## src/rtl/core/jhg_pkg.sv

```systemverilog
// Shared types and constants for the Jacobi heat grid relaxation block.
package jhg_pkg;

  // Field and register widths
  localparam int unsigned TEMP_W      = 20;
  localparam int unsigned SIZE_W      = 6;
  localparam int unsigned ITER_W      = 16;
  localparam int unsigned N_W         = 7;   // size in use, up to 63
  localparam int unsigned SUM_W       = 22;  // sum of four temperatures
  localparam int unsigned CFG_IDX_W   = 3;
  localparam int unsigned CFG_DATA_W  = 20;
  localparam int unsigned IN_TDATA_W  = 16;
  localparam int unsigned OUT_TDATA_W = 24;

  // Register indexes
  localparam logic [CFG_IDX_W-1:0] REG_GRID_SIZE   = 3'd0;
  localparam logic [CFG_IDX_W-1:0] REG_LEFT_TEMP   = 3'd1;
  localparam logic [CFG_IDX_W-1:0] REG_RIGHT_TEMP  = 3'd2;
  localparam logic [CFG_IDX_W-1:0] REG_TOP_TEMP    = 3'd3;
  localparam logic [CFG_IDX_W-1:0] REG_BOTTOM_TEMP = 3'd4;
  localparam logic [CFG_IDX_W-1:0] REG_ITER_COUNT  = 3'd5;

  // Register reset values
  localparam logic [SIZE_W-1:0] GRID_SIZE_RST  = 6'd32;
  localparam logic [TEMP_W-1:0] TEMP_RST       = 20'd0;
  localparam logic [ITER_W-1:0] ITER_COUNT_RST = 16'd1;

  // Command and status codes
  localparam logic CMD_RUN    = 1'b0;
  localparam logic CMD_READ   = 1'b1;
  localparam logic STATUS_OK  = 1'b0;
  localparam logic STATUS_BAD = 1'b1;

  // Configuration register set
  typedef struct packed {
    logic [SIZE_W-1:0] grid_size;
    logic [TEMP_W-1:0] left_temp;
    logic [TEMP_W-1:0] right_temp;
    logic [TEMP_W-1:0] top_temp;
    logic [TEMP_W-1:0] bottom_temp;
    logic [ITER_W-1:0] iteration_count;
  } cfg_t;

endpackage

```

## src/rtl/core/jhg_cfg_regs.sv

```systemverilog
// Configuration register file for the heat grid block.
module jhg_cfg_regs (
  input  logic                            clk_i,
  input  logic                            rst_ni,
  input  logic                            cfg_valid_i,
  output logic                            cfg_ready_o,
  input  logic [jhg_pkg::CFG_IDX_W-1:0]   cfg_index_i,
  input  logic [jhg_pkg::CFG_DATA_W-1:0]  cfg_data_i,
  output jhg_pkg::cfg_t                   cfg_o
);

  jhg_pkg::cfg_t cfg_q;

  // Writes are always taken
  assign cfg_ready_o = 1'b1;
  assign cfg_o       = cfg_q;

  // Register decode; unknown indexes are dropped
  always_ff @(posedge clk_i or negedge rst_ni) begin
    if (!rst_ni) begin
      cfg_q.grid_size       <= jhg_pkg::GRID_SIZE_RST;
      cfg_q.left_temp       <= jhg_pkg::TEMP_RST;
      cfg_q.right_temp      <= jhg_pkg::TEMP_RST;
      cfg_q.top_temp        <= jhg_pkg::TEMP_RST;
      cfg_q.bottom_temp     <= jhg_pkg::TEMP_RST;
      cfg_q.iteration_count <= jhg_pkg::ITER_COUNT_RST;
    end else if (cfg_valid_i) begin
      unique case (cfg_index_i)
        jhg_pkg::REG_GRID_SIZE:   cfg_q.grid_size   <= cfg_data_i[jhg_pkg::SIZE_W-1:0];
        jhg_pkg::REG_LEFT_TEMP:   cfg_q.left_temp   <= cfg_data_i[jhg_pkg::TEMP_W-1:0];
        jhg_pkg::REG_RIGHT_TEMP:  cfg_q.right_temp  <= cfg_data_i[jhg_pkg::TEMP_W-1:0];
        jhg_pkg::REG_TOP_TEMP:    cfg_q.top_temp    <= cfg_data_i[jhg_pkg::TEMP_W-1:0];
        jhg_pkg::REG_BOTTOM_TEMP: cfg_q.bottom_temp <= cfg_data_i[jhg_pkg::TEMP_W-1:0];
        jhg_pkg::REG_ITER_COUNT:
          cfg_q.iteration_count <= cfg_data_i[jhg_pkg::ITER_W-1:0];
        default: ;
      endcase
    end
  end

endmodule

```

## config.mk

```make
export PLATFORM = sky130hd
export DESIGN_NAME = jhg_cfg_regs
export DESIGN_NICKNAME = d
export VERILOG_FILES = /design/src/rtl/core/jhg_pkg.sv /design/src/rtl/core/jhg_cfg_regs.sv
export SDC_FILE = /design/constraint.sdc
export NUM_CORES = 1
export LEC_CHECK = 0
export BUFFER_PORTS_ARGS = -buffer_cell sky130_fd_sc_hd__buf_2
export CELL_PAD_IN_SITES_DETAIL_PLACEMENT = 2
export CELL_PAD_IN_SITES_GLOBAL_PLACEMENT = 2
export CORE_MARGIN = 2
export CORE_UTILIZATION = 37
export DETAILED_ROUTE_END_ITERATION = 6
export PLACE_DENSITY = 0.89
export SYNTH_ARGS = -nofsm -noshare
export SYNTH_HDL_FRONTEND = slang
export SYNTH_SLANG_ARGS = --single-unit
```

## constraint.sdc

```tcl
create_clock -name clk_i -period 1.4 [get_ports clk_i]
set_clock_uncertainty 0.05 [all_clocks]
set_input_delay 0 -clock clk_i [delete_from_list [all_inputs] [get_ports clk_i]]
set_output_delay 0 -clock clk_i [all_outputs]
set_load 0.05 [all_outputs]
```

==> metrics.txt, run 1 <==
worst-margin pin slew 0.566 ns; I/O Buffers between 100 and 150; fin nets 404; gr usage total a little under a fifth; EDFF count, synth 0; flops & latches, synth approximately 100; DRC viols 0; n_diodes 0; FMAX roughly 840 MHz; max FFs per register between 100 and 150; Post-Syn Area between 0.003 and 0.004 mm^2; Synth-to-Final Area Change 31.6%; clock-pin slew on the worst setup and hold paths ~0.10 ns; fin crit period ~1.2 ns; Post-Syn Nets 247; Final ANT Viol Nets 0; root buf cell clkbuf_8; pin count of the biggest net entering global routing roughly 100; vias in the first global route 2839; CP arrival 1.15 ns; Critical Path Source Type flop; global route total overflow 0; PostCTS Resize Cnt 0; worst-path maximum fanout 2; Post-synth top cells mux2_2, dfrtp_1, buf_6; Worst slew margin 62.3%; number of I/O pins 129; top cells by area, synth dfrtp_1, mux2_2, buf_6, dfstp_2, and4bb_2; Max IR drop VDD around 760 uV; Synth cell types 11; non-filler cells, final roughly 520; register area share after synthesis between 60% and 70%; Cell Pwr Density 1890 mW/mm^2; global-route wire length before repair around 16 mm; CP Data Required Time 1.35 ns; Routed WL about 10 mm; Max clock buf depth 2; row count 37; Pleak 2.42 nW; critical path, cell by cell buf_2; drt initial violations 37; DR vias ~2500; Starting Density 37.9%; Vias/cell roughly 4.8; Max Cap Viol 0; Yosys top cell area share between 60% and 70%; Top delay family on crit path flip-flops; Post-synth ARST share 100%; Pre-antenna DRT Iters 4; Hold Vio Cnt, Final 0; DP HPWL between 6 and 7 mm; Final Max Tran Viols 0; # placed instances between 400 and 500; critical path class reg2out; status finished clean; sum of buffers and inverters on the critical path 1; RD Place Congestion around 0.71; core area 0.0103 mm^2; period utilisation layout a little under nine tenths; Worst Setup End Kind output port; power after layout a little under 10 mW; drt wl/cell approximately 19 um; final setup TNS 0 ns; CTS sink count ~100; Post-Syn Instances ~220; highest-delay cell along the critical path dfstp_2; clk_lat worst skew roughly 0.35 ns; Synth Warn # 0; layout cell share with drive strength beyond 1 67.4%; H-Tree Depth 3; Setup Viol. Count Final 0; worst min-delay path class in2async; worst hold margin 0.184 ns; Die Y 107 um; CTS tree built; most frequent cell after synthesis mux2_2; CP max stage delay 0.54 ns; TritonCTS buffer count 9; initial antenna violation count 0; die width 107 um; ys flop type dfrtp_1; reg2reg setup slack roughly 0.55 ns; setup bufs post-CTS 0; RSZ-0062 raised after global routing no; Synth Area per Inst around 18 um^2; die area 0.0114 mm^2; area leader, netlist dfrtp_1
[area by class of cell]
cell class	count	area [um^2]
clock buffers	12	145
clock inverters	4	32.5
fillers	1014	5160
multi-input cells	109	1250
flip-flops and latches	102	2550
well taps	136	170
repair buffers	156	971
[routing by layer]
metal	wire length, um	track usage, %	vias up	share of wire [%]
li1	-	-	1101	-
met1	3900	21.6	1291	39
met2	5570	34.7	74	55
met3	515	4.05	8	5.1
met4	68	4.45	0	0.68
met5	0	0	-	0
[through the flow]
step / cell area, um^2 / utilization, % / setup WS (ns)
after floorplan: 3890 / - / 0.360
after global placement: 4730 / 46.0 / 0.197
after detailed placement: 4730 / 46.0 / 0.161
after CTS: 5120 / 49.8 / 0.184
after global routing: 5120 / 49.8 / 0.156
final: 5120 / 49.8 / 0.203
[path summary, 6_finish.rpt]
kind / from / to / cells past startpoint
max in group asynchronous: rst_ni / cfg_o[101]$_DFFE_PN1P_ / 3
hold reg to reg: cfg_o[8]$_DFFE_PN0P_ / cfg_o[8]$_DFFE_PN0P_ / 1
hold / removal: rst_ni / cfg_o[47]$_DFFE_PN0P_ / 3
setup / recovery: cfg_o[0]$_DFFE_PN1P_ / cfg_o[0] / 1
setup reg to reg: cfg_o[93]$_DFFE_PN0P_ / cfg_o[93]$_DFFE_PN0P_ / 1
min in group clk_i: cfg_index_i[1] / cfg_o[99]$_DFFE_PN0P_ / 4
[where the power goes]
group	leakage (nW)	switching [mW]	internal [mW]
Sequential	1.22	0.363	3.60
Combinational	1.12	2.99	1.02
Clock	0.0828	0.977	0.705
[logic make-up (layout without fill, tap and decap cells)]
family	after synthesis	count (layout)	share of synthesized area, %
buffers and inverters	10	172	2.31
flip-flops	102	102	65.7
multiplexers	102	102	29.5
other	1	1	0.0964
AND/OR/NAND/NOR	6	6	2.41
[layout by cell type (no fill, tap or decap), drive strengths merged]
cell type      n
buf          135
mux2         102
dfrtp        100
dlygate4sd3   21
clkbuf        12
and4bb         3
dfstp          2
clkinvlp       2
clkinv         2
nand4b         2
nor4b          1
conb           1
[repair_timing]
action / CTS / global route
setup endpoints to repair: 0 / 0
hold endpoints to repair: 202 / 0
hold buffers: 21 / 0
(Power assumes the default switching activity.)
==> inputs of run 2 (changes only) <==
ABC_AREA = 1   (was default)
CORE_UTILIZATION = 31   (was 37)
PLACE_DENSITY = 0.88   (was 0.89)
==> run 2 against run 1 <==
  * Sequential share of layout area fell by 2.7 points
  * Non-clock buffer count up 12
  * Cell count is 52% higher
  * Power rose by 1.7%
  * Sequential power decreased by 3%
  * Synthesized area up 4.5%
  * Clock-buffer cell count grew 2
  * Critical path depth unchanged
==> metrics.txt, run 2 <==
Synth Warn # 0 (unchanged); critical path, cell by cell buf_2; clock-pin slew on the worst setup and hold paths 0.07 ns (-0.03 ns); RD Place Congestion 0.779 (+9.3%); most frequent cell after synthesis nand2_1; switching share of power 44.2% (-0.62 points); Post-synth ARST share 100% (unchanged); initial antenna violation count 0 (unchanged); Synth-to-Final Area Change 33.0%; drt wl/cell 20.5 um (+5.8%); FMAX 831 MHz (-0.46%); register area share after synthesis 62.8% (-2.8 points); Synth Area per Inst 8.90 um^2 (-49%); Synth cell types 15 (+4); Max Cap Viol 0 (unchanged); gr usage total 23.9% (+5.3 points); Die Y 119 um (+11%); cell-internal power 5.47 mW (+2.8%); fin nets 636 (+57%); Final ANT Viol Nets 0 (unchanged); fillers 1473 (+45%); Final Max Tran Viols 0 (unchanged); DP HPWL 10.8 mm (+56%); Post-Syn Area 0.00407 mm^2 (+4.5%); Top delay family on crit path flip-flops; ys flop type dfrtp_1; die area 0.0141 mm^2 (+24%); PostCTS Resize Cnt 0 (unchanged); setup bufs post-CTS 0 (unchanged); vias in the first global route 4337 (+53%); Max clock buf depth 2 (unchanged); number of I/O pins 129 (unchanged); row count 41 (+11%); worst min-delay path class in2reg; period utilisation layout 85.9% (+0.39 points); critical path class reg2out; Setup Viol. Count Final 0 (unchanged); Post-Syn Nets 483 (+96%); max FFs per register 102 (unchanged); root buf cell clkbuf_16; Pre-antenna DRT Iters 4 (unchanged); DR vias 3823 (+55%); most common cell after layout, fill and taps aside nand2_1; clk_lat worst skew 0.34 ns (about the same); most frequent cells in the layout nand2_1, buf_2, dfrtp_1; fin crit period 1.20 ns (+0.00550 ns); switching power 4.34 mW (+0.30%); status finished clean; highest-delay cell along the critical path dfstp_2; Vias/cell 4.86 (+1.9%); EDFF count, synth 0 (unchanged); core area 0.0127 mm^2 (+24%); Seq pwr share 39.3% (-1.8 points); Post-Syn Instances 457 (+110%); worst-path maximum fanout 2 (unchanged); sum of buffers and inverters on the critical path 1 (unchanged); TritonCTS buffer count 9 (unchanged); area leader, netlist dfrtp_1; Comb power frac 36.8% (-4.7 points); global-route wire length before repair 25.6 mm (+59%); Worst Setup End Kind output port; flops & latches, synth 102 (unchanged); Cell Pwr Density 1810 mW/mm^2 (-3.8%); CP max stage delay 0.53 ns (about the same); Starting Density 32.0% (-5.9 points); Clock power frac 23.8% (+6.4 points); Critical Path Source Type flop; CP Data Required Time 1.35 ns (about the same); n_diodes 0 (unchanged); final setup TNS 0 ns (unchanged); die width 119 um (+11%); Routed WL 16.1 mm (+60%); DRC viols 0 (unchanged); global route total overflow 0 (unchanged); Hold Vio Cnt, Final 0 (unchanged); Yosys top cell area share 61.5% (-2.8 points); pin count of the biggest net entering global routing 35 (-66%); Post-synth top cells nand2_1, dfrtp_1, nand3_1; power after layout 9.82 mW (+1.7%); cts hold-fix bufs 21 (unchanged); CTS sink count 102 (unchanged); RSZ-0062 raised after global routing no; Max IR drop VDD 1050 uV (+39%); drt initial violations 162 (+340%); CP arrival 1.15 ns (about the same); H-Tree Depth 3 (unchanged); CTS tree built; I/O Buffers 127 (unchanged); worst hold margin 0.0735 ns (-0.111 ns); Pleak 3.08 nW (+27%); layout cell share with drive strength beyond 1 27.6% (-40 points); top cells by area, synth dfrtp_1, nand2_1, nand3_1, buf_4, buf_2
==> run 2: cell count changes after synthesis, sizes merged <==
cell    change
clkbuf      +1
mux2      -102
nand2     +250
inv         +6
nor4b       -1
and4bb      -3
nand3      +66
nand4b      -2
nor2        +6
buf        +15
==> run 2: area by class of cell <==
type / count / area (um^2) / share of cell area [%]
Inverter: 6 / 22.5 / 0.416
Clock buffer: 14 / 254 / 4.69
Multi-Input combinational cell: 323 / 1330 / 24.6
Sequential cell: 102 / 2550 / 47.2
Timing Repair Buffer: 168 / 1020 / 18.9
Tap cell: 172 / 215 / 3.98
Clock inverter: 2 / 10.0 / 0.185
==> run 2: worst paths after layout <==
kind / from / to / slack [ns] / cells after the start
max in group asynchronous: rst_ni / cfg_o[101]$_DFFE_PN1P_ / 0.55 / 3
max reg2reg: cfg_o[101]$_DFFE_PN1P_ / cfg_o[101]$_DFFE_PN1P_ / 0.62 / 2
min in group asynchronous: rst_ni / cfg_o[52]$_DFFE_PN0P_ / 0.09 / 2
min reg2reg: cfg_o[21]$_DFFE_PN0P_ / cfg_o[21]$_DFFE_PN0P_ / 0.42 / 2
max: cfg_o[101]$_DFFE_PN1P_ / cfg_o[101] / 0.20 / 1
min: cfg_index_i[0] / cfg_o[32]$_DFFE_PN0P_ / 0.07 / 4
==> run 2: metrics by stage <==
stage                     std cells  utilization, %  worst slack [ns]  area, um^2
after floorplan                 457               -             0.481        4070
after global placement          750            38.8             0.304        4940
after detailed placement        750            38.8             0.225        4940
after CTS                       787            42.5             0.184        5410
after global routing            787            42.5             0.170        5410
final                           787            42.5             0.197        5410
==> run 2: cell families after synthesis <==
family | after synthesis | synth area share, %
flops | 102 | 62.8
buf+inv | 32 | 4.49
simple gates | 322 | 32.6
other cells | 1 | 0.0922
==> run 2: per-layer routing <==
metal | track usage (%) | wire length (um) | share of wire, %
met1 | 26.8 | 6300 | 39
met5 | 0 | 0 | 0
met3 | 6.76 | 1000 | 6.2
met2 | 44.5 | 8640 | 54
met4 | 5.21 | 195 | 1.2
==> run 2: power by group through the flow <==
stage          clock, mW  sequential [mW]  combinational (mW)
2_1_floorplan          0             5.81               0.536
3_3_place_gp           0             3.85                3.45
3_5_place_dp           0             3.89                3.55
4_1_cts             2.39             3.85                3.62
5_1_grt             2.52             3.93                3.82
6_report            2.34             3.86                3.62
==> run 2: worst reg2reg max path, delay by kind of cell (launching register included) <==
family,cells,cell delay [ns]
DFF,1,0.53
and+or+nand+nor,2,0.13
